File: config.mk
export PLATFORM = sky130hd
export DESIGN_NAME = usbmidi_ram
export DESIGN_NICKNAME = d
export VERILOG_FILES = /design/src/rtl/core/usbmidi_ram.sv
export SDC_FILE = /design/constraint.sdc
export NUM_CORES = 2
export LEC_CHECK = 0
export BUFFER_PORTS_ARGS = -buffer_cell sky130_fd_sc_hd__clkbuf_2
export CAP_MARGIN = 15
export CORE_MARGIN = 2
export CORE_UTILIZATION = 50
export CTS_CLUSTER_DIAMETER = 120
export CTS_CLUSTER_SIZE = 12
export DETAILED_ROUTE_END_ITERATION = 10
export PLACE_DENSITY = 0.71
export SYNTH_ARGS = -nofsm -noshare
export SYNTH_HDL_FRONTEND = slang
export SYNTH_SLANG_ARGS = --single-unit
export TNS_END_PERCENT = 100
File: constraint.sdc
create_clock -name clk -period 5.75 [get_ports clk]
set_input_delay 0.8625 -clock clk [delete_from_list [all_inputs] [get_ports clk]]
set_output_delay 0.8625 -clock clk [all_outputs]
set_load 0.01 [all_outputs]
File: src/rtl/core/usbmidi_ram.sv
`timescale 1ns / 1ps

module usbmidi_ram #(
  parameter int WIDTH = 8,
  parameter int DEPTH = 256,
  localparam int AW = $clog2(DEPTH)
) (
  input  logic             clk,
  input  logic             we,
  input  logic [AW-1:0]    waddr,
  input  logic [WIDTH-1:0] wdata,
  input  logic             re,
  input  logic [AW-1:0]    raddr,
  output logic [WIDTH-1:0] rdata
);

  logic [WIDTH-1:0] mem [DEPTH];

  always_ff @(posedge clk) begin
    if (we) begin
      mem[waddr] <= wdata;
    end
    if (re) begin
      rdata <= mem[raddr];
    end
  end

endmodule

Yosys cells after proc, flatten, opt, wreduce, memory -nomap -nowiden
Memories as Yosys holds them, arrays and structs flattened. A register that Yosys moved wholly into a read port is not among the register bits.
Index checks and enable logic that the tools add are counted.
{ "word_totals": {"mem_bits_rw": 2048, "elab_cells": 3, "ff_bits": 0, "inputBits": 27, "n_memories": 1} }
{ "classes": {"mux": 2} }
{ "memory_table": {"columns": ["name", "depth", "width", "read_ports", "rd_clocked_by_memory_dff", "write_ports", "line", "text"], "rows": [
  ["mem", 256, 8, 1, 1, 1, "17", "logic [WIDTH-1:0] mem [DEPTH];"]
]} }
{ "op_table": {"columns": ["cell", "count"], "rows": [
  ["$mux 1", 2]
]} }

Logic depth before layout (Yosys ltp)
{ "depth": {"depth_word": 2, "depth_mapped": 11, "mapped_depth_nobuf": 6} }

Least setup slack after synthesis
Ideal clock, no wire load.
{ "synth_path": {"path_kind": "input to register", "from": "in raddr[0]", "to": "reg rdata[2] (read register of mem), data pin", "t_arrival_ns": 2.670, "slack_ns": 2.811, "path_buffers": 4, "setup_time_ns": 0.269, "cell_stages": 9, "path_cell_list": "buf_6 -> buf_12 -> buf_8 -> buf_2 -> mux4_2 -> a22oi_1 -> a21oi_1 -> nor4_1 -> nor4_2"} }
{ "synth_rtl": {"columns": ["element", "line", "text"], "rows": [
  ["start, declared", "13", "input logic [AW-1:0] raddr,"],
  ["end, declared", "14", "output logic [WIDTH-1:0] rdata"]
]} }

==> results.md <==
- RSZ-0062 raised after global routing: no
- Pins Over Slew Limit: 0
- Post-route cell area: 87100 um2
- Peak Freq: 269 MHz
- IO Pins: 35
- Clock Path Buffers: 3
- GRT overflow: 0
- WL final: between 150000 and 200000 um
- Worst Reg-to-Reg Cells: 6
- Hold Crit Class: in2reg
- Global placement routability congestion: 0.859
- R2R Setup Slk: around 2.6 ns
- First-pass GRT wire length: 272000 um
- Syn. warnings: 0
- CP Class: in2reg
- Hold depth: 1
- Worst Tran Pin Value: 1.21 ns
- MaxCap Viol Count: 0
- Maximum VDD drop: 339 uV
- Hold endpoint: mem[169][0]
- Worst reg2reg endpoint: rdata[5]
- Syn Nets: around 3800
- Post-Syn Area: 79600 um2
- Outcome: finished clean
- Asr flop ratio synth: 0%
- CP max FO: between 60 and 70
- CP Data Required Time: ~6.3 ns
- Pwr/cell area: around 330 nW/um2
- Post-route ant nets: 0
- Pre-CTS setup slack: about 1.2 ns
- Nets@finish: between 3000 and 4000
- Worst skew pair latency: 0.83 ns
- FF-to-FF Start: mem[83][5]
- Final WS setup: between 2 and 2.5 ns
- Die height: 403 um
- CP max stage cell: a221oi_1
- Final Hold Viols: 0
- Share of cells above drive strength 1: between 20% and 30%
- Mapped Cells: 3733
- Synth Flop Type: edfxtp_1
- Post-CTS resize count: 0
- Maximum number of pins on one net before global-route repair: 153
- Startpoint types: primary input
- Initial antenna violation count: 9
- Final min period: 3.72 ns
- Critical path capture point type: register
- Final Setup Violations: 0
- Slew headroom: 19.0%
- CTS tree: yes
- WL per Instance: between 30 and 40 um
- Port buffer count: 34
- Commonest non-fill, non-tap cell in the layout: edfxtp_1
- DPL Wire Length: 112000 um
- Skew final: between 0.02 and 0.025 ns
- Core Box Area: between 150000 and 200000 um2
- Highest cell delay on the worst timing path: about 0.78 ns
- Overall routing resource usage: 23.3%
- Yosys reg bits: 2056
- Syn Area/Cell: 21.3 um2
- Die width: between 400 and 500 um
- Setup TNS: 0 ns
- Arrival time at the worst endpoint: approximately 4.3 ns
- Post-synth EDFFs: around 2000
- P&R area growth vs syn: 9.41%
- Total power after layout: 29.1 mW
- Hold_buf cts: 0
- Area after DPL: 82000 um2
- Vias: roughly 39000
- Crit. Startpoint: raddr[1]
- CTS sink cnt: 2056
- Clock transition at path regs: 0.06 ns
- Unique masters post-synth: 54
- Most frequent cells in the layout: edfxtp_1 (2056), mux4_2 (454), nor2_1 (279), clkbuf_16 (192), mux2i_1 (134)
- Clock root cell: clkbuf_16
- Sequential area share after synthesis: 77.5%
- DRC errors left: 0
- Num CTS Buffers: 190
- Htree depth: 4
- CP Cell Sequence: buf_8 -> buf_12 -> mux4_2 -> a22o_1 -> a221oi_1 -> o32ai_1 -> nor3_1 -> nor4_1
- Vias per Instance: 6.55
- LEAKAGE: ~26 nW
- Critical hold path startpoint: wdata[0]
- Postcts setup bufs: 0
- Site Rows: 146
- Initial Util: 50.3%
- CP top delay family: compound AO/OA/AOI/OAI gates
- Die area: 162000 um2
- Part of the cycle the worst path needs: 64.7%
- Pre-antenna DRT Iters: 5
- Fillers: approximately 12000
- Number of global-route vias before repair: 38400
- WP buf/inv: 2
- Initial DRC count: roughly 5700
## cells by family (layout without fill, tap and decap cells)
kind of cell | count (synthesis) | after routing | synth area share, %
buffers and inverters | 235 | 338 | 1.83
flip-flops | 2056 | 2056 | 77.5
AND/OR/NAND/NOR | 466 | 466 | 2.63
multiplexers | 591 | 591 | 14.6
AO/OA/AOI/OAI | 385 | 385 | 3.42
other | 0 | 4 | 0
## metal layers
metal  vias up  wire (um)  global-route usage, %
met5         -         60                      0
met3       355      20000                   5.06
li1      15700          -                      -
met4         8       6340                   8.11
met2      2203      89400                   35.9
met1     20400      73600                   33.5
## power by group
| group | switching, mW | total [mW] | internal [mW] |
|---|---|---|---|
| clock | 5.17 | 11.1 | 5.92 |
| combinational | 0.962 | 1.45 | 0.490 |
| sequential | 0.0236 | 16.6 | 16.5 |
## worst max-delay path by stage
| stage | to | slack (ns) | cells past startpoint |
|---|---|---|---|
| after detailed placement | rdata[5] | 1.24 | 8 |
| after floorplan | rdata[2] | 2.81 | 9 |
| after CTS | rdata[5] | 2.14 | 8 |
| after global routing | rdata[5] | 2.04 | 9 |
| final | rdata[5] | 2.03 | 8 |
| after global placement | rdata[7] | 0.82 | 8 |
## cell type report
cell class	count	area (um2)	area share [%]
Sequential cell	2056	61700	70.9
Timing Repair Buffer	128	1170	1.34
Tap cell	2072	2590	2.98
Clock inverter	16	288	0.330
Inverter	2	7.51	0.00862
Clock buffer	192	4800	5.51
Multi-Input combinational cell	1442	16500	19.0
Antenna cell	4	10.0	0.0115
## cells in the mapped netlist, drive strengths merged (10+ instances only)
library cell,number,area share [%]
edfxtp,2056,78
mux4,456,13
nor2,282,1.3
mux2i,134,1.7
a22oi,133,1.3
buf,122,1.3
clkbuf,111,0.52
a21oi,96,0.60
o221ai,47,0.52
nand3,34,0.21
nand2,33,0.16
nor2b,31,0.24
o22ai,28,0.22
nor4,27,0.24
nor3,22,0.14
a211oi,16,0.15
a221oi,14,0.16
o21ai,12,0.075
nand4,10,0.079
o211ai,10,0.094
## per-stage QoR
| step | hold WS, ns | utilization [%] | std cells |
|---|---|---|---|
| after floorplan | 0.864 | - | 3733 |
| after global placement | 1.07 | 51.8 | 5698 |
| after detailed placement | 1.04 | 51.9 | 5700 |
| after CTS | 0.504 | 55.1 | 5908 |
| after global routing | 0.557 | 55.1 | 5909 |
| final | 0.535 | 55.1 | 5912 |
## flip-flops by register name (all words and copies together), names as in the netlist
register	flops
rdata	8
mem	2048
Power figures use the tool's default switching activity.
