--- config.mk ---
export PLATFORM = sky130hd
export DESIGN_NAME = usbmidi_decode
export DESIGN_NICKNAME = d
export VERILOG_FILES = /design/src/rtl/core/usbmidi_pkg.sv /design/src/rtl/core/usbmidi_decode.sv
export SDC_FILE = /design/constraint.sdc
export NUM_CORES = 1
export LEC_CHECK = 0
export ABC_CLOCK_PERIOD_IN_PS = 7400
export BUFFER_PORTS_ARGS = -buffer_cell sky130_fd_sc_hd__buf_4
export CORE_ASPECT_RATIO = 1.75
export CORE_MARGIN = 2
export CORE_UTILIZATION = 30
export DETAILED_ROUTE_END_ITERATION = 10
export MAX_ROUTING_LAYER = met4
export SYNTH_ARGS = -nofsm -noshare
export SYNTH_HDL_FRONTEND = slang
export SYNTH_SLANG_ARGS = --single-unit
--- constraint.sdc ---
create_clock -name vclk -period 7.4
set_input_delay 1.48 -clock vclk [all_inputs]
set_output_delay 1.48 -clock vclk [all_outputs]
set_load 0.02 [all_outputs]
--- src/rtl/core/usbmidi_pkg.sv ---
`timescale 1ns / 1ps

package usbmidi_pkg;

  localparam int DEFAULT_STORE_DEPTH = 1024;
  // store is split by position modulo four so one packet writes up to three banks at once
  localparam int NUM_BANKS = 4;

  localparam logic [7:0] SYSEX_START = 8'hF0;

  localparam logic OP_PACKET = 1'b0;
  localparam logic OP_READ   = 1'b1;

  localparam logic [7:0] HDR_NOP           = 8'h00;
  localparam logic [7:0] HDR_SYSEX_CONT    = 8'h04;
  localparam logic [7:0] HDR_SYSEX_END1    = 8'h05;
  localparam logic [7:0] HDR_SYSEX_END2    = 8'h06;
  localparam logic [7:0] HDR_SYSEX_END3    = 8'h07;
  localparam logic [7:0] HDR_NOTE_OFF      = 8'h08;
  localparam logic [7:0] HDR_NOTE_ON       = 8'h09;
  localparam logic [7:0] HDR_POLY_KEY      = 8'h0A;
  localparam logic [7:0] HDR_CTRL_CHANGE   = 8'h0B;
  localparam logic [7:0] HDR_PROG_CHANGE   = 8'h0C;
  localparam logic [7:0] HDR_CHAN_PRESSURE = 8'h0D;
  localparam logic [7:0] HDR_PITCH_BEND    = 8'h0E;

  localparam logic [1:0] KIND_NONE  = 2'd0;
  localparam logic [1:0] KIND_CHAN  = 2'd1;
  localparam logic [1:0] KIND_SYSEX = 2'd2;
  localparam logic [1:0] KIND_READ  = 2'd3;

  localparam logic [15:0] SINGLE_ID_MARK = 16'h8000;

  typedef struct packed {
    logic       operation;
    logic [7:0] header;
    logic [7:0] byte_one;
    logic [7:0] byte_two;
    logic [7:0] byte_three;
    logic [9:0] read_index;
  } pkt_t;

  typedef struct packed {
    logic [1:0]  event_kind;
    logic [7:0]  status;
    logic [7:0]  data_first;
    logic [7:0]  data_second;
    logic [9:0]  sysex_length;
    logic [15:0] manufacturer_id;
    logic        overflow;
    logic [7:0]  read_byte;
  } result_t;

  // copies of store positions 1 to 3 for the manufacturer id
  typedef struct packed {
    logic [7:0] b1;
    logic [7:0] b2;
    logic [7:0] b3;
  } id_bytes_t;

  typedef struct packed {
    logic       hit;
    logic [1:0] bank;
  } rd_ctl_t;

endpackage

--- src/rtl/core/usbmidi_decode.sv ---
`timescale 1ns / 1ps

module usbmidi_decode #(
  parameter int STORE_DEPTH = usbmidi_pkg::DEFAULT_STORE_DEPTH,
  localparam int FILL_W = $clog2(STORE_DEPTH + 1),
  localparam int ROWS = (STORE_DEPTH + usbmidi_pkg::NUM_BANKS - 1) / usbmidi_pkg::NUM_BANKS,
  localparam int ROW_W = $clog2(ROWS)
) (
  input  usbmidi_pkg::pkt_t      pkt,
  input  logic [FILL_W-1:0]      fill,
  input  usbmidi_pkg::id_bytes_t ids,
  output logic [FILL_W-1:0]      fill_next,
  output usbmidi_pkg::id_bytes_t ids_next,
  output usbmidi_pkg::result_t   res,
  output usbmidi_pkg::rd_ctl_t   rd,
  output logic [ROW_W-1:0]       rd_row,
  output logic [usbmidi_pkg::NUM_BANKS-1:0] wr_en,
  output logic [ROW_W-1:0]       wr_row [usbmidi_pkg::NUM_BANKS],
  output logic [7:0]             wr_data [usbmidi_pkg::NUM_BANKS]
);
  import usbmidi_pkg::*;

  localparam int IDX_W = (FILL_W > 10) ? FILL_W : 10;

  logic [1:0]        n;
  logic [FILL_W-1:0] base;
  logic [FILL_W:0]   sum;
  logic [FILL_W:0]   len_full;
  logic              fits;
  logic [FILL_W:0]   pos [3];
  logic [7:0]        bytes [3];
  logic [IDX_W-1:0]  idx_x;
  logic [IDX_W-1:0]  fill_x;

  // header 4 carries three bytes, headers 5 to 7 carry header minus four
  assign n = (pkt.header == HDR_SYSEX_CONT) ? 2'd3 : pkt.header[1:0];
  assign base = (pkt.byte_one == SYSEX_START) ? '0 : fill;
  assign sum = {1'b0, base} + (FILL_W + 1)'(n);
  assign fits = sum <= (FILL_W + 1)'(STORE_DEPTH);
  assign len_full = sum - (FILL_W + 1)'(2);

  assign bytes[0] = pkt.byte_one;
  assign bytes[1] = pkt.byte_two;
  assign bytes[2] = pkt.byte_three;

  always_comb begin
    for (int i = 0; i < 3; i++) begin
      pos[i] = {1'b0, base} + (FILL_W + 1)'(i);
    end
  end

  assign idx_x = IDX_W'(pkt.read_index);
  assign fill_x = IDX_W'(fill);
  assign rd_row = idx_x[ROW_W+1:2];

  always_comb begin
    fill_next = fill;
    ids_next = ids;
    res = '0;
    rd.hit = 1'b0;
    rd.bank = pkt.read_index[1:0];
    wr_en = '0;
    for (int b = 0; b < NUM_BANKS; b++) begin
      wr_row[b] = '0;
      wr_data[b] = '0;
    end

    if (pkt.operation == OP_READ) begin
      res.event_kind = KIND_READ;
      rd.hit = idx_x < fill_x;
    end else begin
      unique case (pkt.header) inside
        HDR_NOP: begin
        end
        HDR_NOTE_OFF, HDR_NOTE_ON, HDR_POLY_KEY, HDR_CTRL_CHANGE, HDR_PITCH_BEND: begin
          fill_next = '0;
          res.event_kind = KIND_CHAN;
          res.status = pkt.byte_one;
          res.data_first = pkt.byte_two;
          res.data_second = pkt.byte_three;
        end
        HDR_PROG_CHANGE, HDR_CHAN_PRESSURE: begin
          fill_next = '0;
          res.event_kind = KIND_CHAN;
          res.status = pkt.byte_one;
          res.data_first = pkt.byte_two;
        end
        [HDR_SYSEX_CONT:HDR_SYSEX_END3]: begin
          fill_next = fits ? sum[FILL_W-1:0] : base;
          if (fits) begin
            for (int i = 0; i < 3; i++) begin
              if (2'(i) < n) begin
                wr_en[pos[i][1:0]] = 1'b1;
                wr_row[pos[i][1:0]] = pos[i][ROW_W+1:2];
                wr_data[pos[i][1:0]] = bytes[i];
                if (pos[i] == (FILL_W + 1)'(1)) ids_next.b1 = bytes[i];
                if (pos[i] == (FILL_W + 1)'(2)) ids_next.b2 = bytes[i];
                if (pos[i] == (FILL_W + 1)'(3)) ids_next.b3 = bytes[i];
              end
            end
          end
          if (pkt.header != HDR_SYSEX_CONT) begin
            res.event_kind = KIND_SYSEX;
            if (!fits) begin
              res.overflow = 1'b1;
            end else begin
              if (sum > (FILL_W + 1)'(2)) res.sysex_length = 10'(len_full);
              if (sum > (FILL_W + 1)'(1)) begin
                if (ids_next.b1 != 8'h00) begin
                  res.manufacturer_id = SINGLE_ID_MARK | {8'h00, ids_next.b1};
                end else if (sum > (FILL_W + 1)'(3)) begin
                  res.manufacturer_id = {1'b0, ids_next.b2, 7'b0} | {8'h00, ids_next.b3};
                end
              end
            end
          end
        end
        default: begin
          fill_next = '0;
        end
      endcase
    end
  end

endmodule

==> After elaboration in Yosys (flattened, before gate mapping) <==
Index checks and enable logic that the tools add are counted.
{ "word_totals": {"reg_bits": 0, "inputBits": 78, "output_inout_bits": 175, "elab_cells": 153} }
{ "op_classes": {"add_sub_neg": 4, "magnitude_cmp": 22, "eq_ne": 19, "muxes": 89, "bitwise": 8, "reduce_logical": 11} }
{ "ops": {"columns": ["op", "n"], "rows": [
  ["2-to-1 mux 32 bit", 24],
  ["2-to-1 mux 24 bit", 8],
  ["bitwise mux 32 bit", 4],
  ["2-to-1 mux 8 bit", 13],
  ["bitwise AND 32 bit", 2],
  ["equality test 8 x 4 -> 1 bit, second input constant", 7],
  ["2-to-1 mux 27 bit", 2],
  ["2-to-1 mux 51 bit", 1],
  ["demux 8 bit (select 2 bit)", 3],
  ["equality test 12 x 2 -> 1 bit, second input constant", 4],
  ["2-to-1 mux 16 bit", 3],
  ["2-to-1 mux 4 bit", 12],
  ["2-to-1 mux 11 bit", 3],
  ["2-to-1 mux 26 bit", 1],
  ["equality test 12 x 1 -> 1 bit, second input constant", 2],
  ["greater-than comparator 12 x 2 -> 1 bit, second input constant", 2],
  ["equality test 11 x 2 -> 1 bit, second input constant", 2],
  ["one-hot mux 11 bit (2 select lines)", 1],
  ["2-to-1 mux 15 bit", 1],
  ["OR 15 x 8 -> 15 bit", 1],
  ["adder 11 x 1 -> 12 bit, second input constant", 1],
  ["adder 11 x 2 -> 12 bit", 1],
  ["adder 11 x 2 -> 12 bit, second input constant", 1],
  ["greater-than comparator 12 x 1 -> 1 bit, second input constant", 1],
  ["27 further kinds", 53]
]} }

==> Logic depth before layout (Yosys ltp) <==
{ "logic_depth": {"ltp_word": 22, "depth_mapped": 18, "depth_no_buf": 14} }

==> Worst setup path before layout <==
OpenSTA, ideal clock, no wires.
{ "synth_path": {"path_type": "in2out", "startpoint": "input pkt[28] in the netlist's numbering", "endpoint": "output res[14] in the netlist's numbering", "arrival_ns": 5.539, "t_required_ns": 5.920, "setup_slack_ns": 0.381, "path_stages": 16, "path_buffers": 4, "path_cell_list": "buf_2 -> or4_4 -> buf_6 -> o21ai_1 -> nor2_1 -> fa_1 -> nand3_1 -> or3_1 -> a21oi_1 -> a211oi_1 -> nand4_1 -> nand2b_1 -> buf_2 -> nand2_1 -> buf_1 -> o41ai_1"} }
{ "synth_lines": {"columns": ["item", "line_no", "text"], "rows": [
  ["start, declared", "usbmidi_decode.sv:9", "input usbmidi_pkg::pkt_t pkt,"],
  ["end, declared", "usbmidi_decode.sv:14", "output usbmidi_pkg::result_t res,"]
]} }

==> flow_summary.json <==
{
  "grt_setup_unrepaired": "false",
  "path_max_fanout": 92,
  "synth-seq-area-share_pct": 0,
  "cap_violations": 0,
  "die_area_um2": 17800,
  "register_area_um2": 0,
  "period_needed_ns": 7.12,
  "holdBufCountCts": 0,
  "yosys.cell_count.top_type": "nand2_1",
  "num_antenna_cells": 0,
  "slew_violations": 0,
  "core_um2": 16400,
  "fill_cells": 1815,
  "nFlopsAndLatches": 0,
  "slew_headroom_pct": 27.4,
  "wirelength_mm": 27.3,
  "place_inst": 1245,
  "cp-end-kind": "primary output",
  "place_area_um2": 6870,
  "vias": 7336,
  "netlist_area_um2": 5000,
  "grt_max_degree": 93,
  "synthTopCellsByArea": "nand2_1, a21oi_1, nor2_1",
  "antenna_found_initial": 0,
  "synth.avg_cell_area_um2": 5.92,
  "ys_types": 75,
  "fin_util_pct": 42.0,
  "drt_first_pass_iters": 8,
  "cp-start-kind": "input port",
  "vdd_drop_max_mv": 0.0317,
  "final_cells": 1245,
  "status": "completed",
  "setup_violations": 0,
  "p_leak_nw": 3.14,
  "grt.total_usage_pct": 29.4,
  "cts_resized": 0,
  "nNetsFinal": 1116,
  "gp_congestion": 0.962,
  "worst_slew_pin_slew_ns": 1.09,
  "hold_violations": 0,
  "required_ns": 5.92,
  "ant_nets": 0,
  "grt_pass1_wl_mm": 39.7,
  "min_path_type": "input port to primary output",
  "yosys_warnings": 0,
  "dpl_worst_slack_ns": 0.314,
  "dieWidth_um": 102,
  "wl_per_cell_um": 21.9,
  "area_growth_pct": 37.5,
  "whs_ns": 3.17,
  "crit_type": "input port to primary output",
  "synth.top_cell.area_share_pct": 9.24,
  "arrival_ns": 5.64,
  "dieHeight_um": 175,
  "start_util_pct": 30.5,
  "final_layout_size_suffix_gt1_share_pct": 30.9,
  "io_buffer_count": 245,
  "grt-ovfl-total": 0,
  "yosysTopAreaCell": "nand2_1",
  "power.density_nw_per_um2": 45.1,
  "hpwl_mm": 21.6,
  "max_freq_mhz": 141,
  "post_cts_buffers": 0,
  "num_rows": 62,
  "post-route-worst-setup-slack_ns": 0.284,
  "grt_pass1_vias": 6950,
  "ioPinCount": 253,
  "final.setup.tns_ns": 0,
  "viasPerCell": 5.89,
  "syn_inst": 844,
  "multi_input_area_um2": 4430,
  "final_cell_area_um2": 6870,
  "period_share_pct": 96.2,
  "drt_iter0_drc": 696,
  "clock_buffers": 0,
  "synthTopCellsByCount": "nand2_1, a21oi_1, nor2_1",
  "finalPower_uw": 310,
  "drc_errors": 0
}
where the power goes:
group | leakage (nW) | total [mW] | internal, mW | switching (mW)
clock network | 0 | 0 | 0 | 0
registers | 0 | 0 | 0 | 0
logic | 3.14 | 0.310 | 0.113 | 0.196
worst max-delay path: stages:
cell      delay, ns
buf_4          0.16
or4_4          0.63
o21ai_1        0.34
nor2_1         0.10
fa_1           0.45
nand3_1        0.18
buf_4          0.17
or3_1          0.11
a21oi_1        0.11
a211oi_1       0.34
nand4_1        0.23
nand2b_1       0.29
nand2_2        0.23
buf_12         0.28
a211oi_1       0.30
buf_4          0.19
logic make-up after synthesis:
family                   Yosys count  share of synthesized area (%)
AO/OA/AOI/OAI                    281                           36.5
XOR/XNOR                          20                           3.50
adder cells (fa/ha/maj)           15                           3.90
buffers and inverters            125                           11.9
multiplexers                      40                           8.36
other                              1                         0.0750
AND/OR/NAND/NOR                  362                           35.7
cell type report:
| class | count | share of cell area, % |
|---|---|---|
| Inverter | 17 | 0.928 |
| Timing Repair Buffer | 278 | 30.5 |
| Multi-Input combinational cell | 726 | 64.5 |
| Tap cell | 224 | 4.08 |
worst paths after layout:
| kind | cells past startpoint | endpoint | slack [ns] | from |
|---|---|---|---|---|
| min | 2 | rd[0] | 3.17 | pkt[0] |
| max | 16 | wr_row[0] | 0.28 | pkt[29] |
placed cells by master, fill, tap and decap left out, drive strengths merged, types with 10 or more instances in the layout:
master and count:
nor4 20, mux2 14, ha 14, xnor2 14, buf 278, nor3 32, mux2i 26, o21ai 64
a22oi 36, nand2b 10, inv 15, nand3 24, nand2 123, a211oi 14, nor2 86, and2 28
a21oi 86
metal layers:
layer | up-vias | track usage, % | routed length [µm]
met5 | - | - | 0
met4 | 0 | 15.9 | 1890
met3 | 111 | 1.80 | 1780
met2 | 429 | 55.7 | 14900
met1 | 3373 | 28.7 | 8790
li1 | 3423 | - | -
No activity file was read; power rests on OpenSTA's default activity.
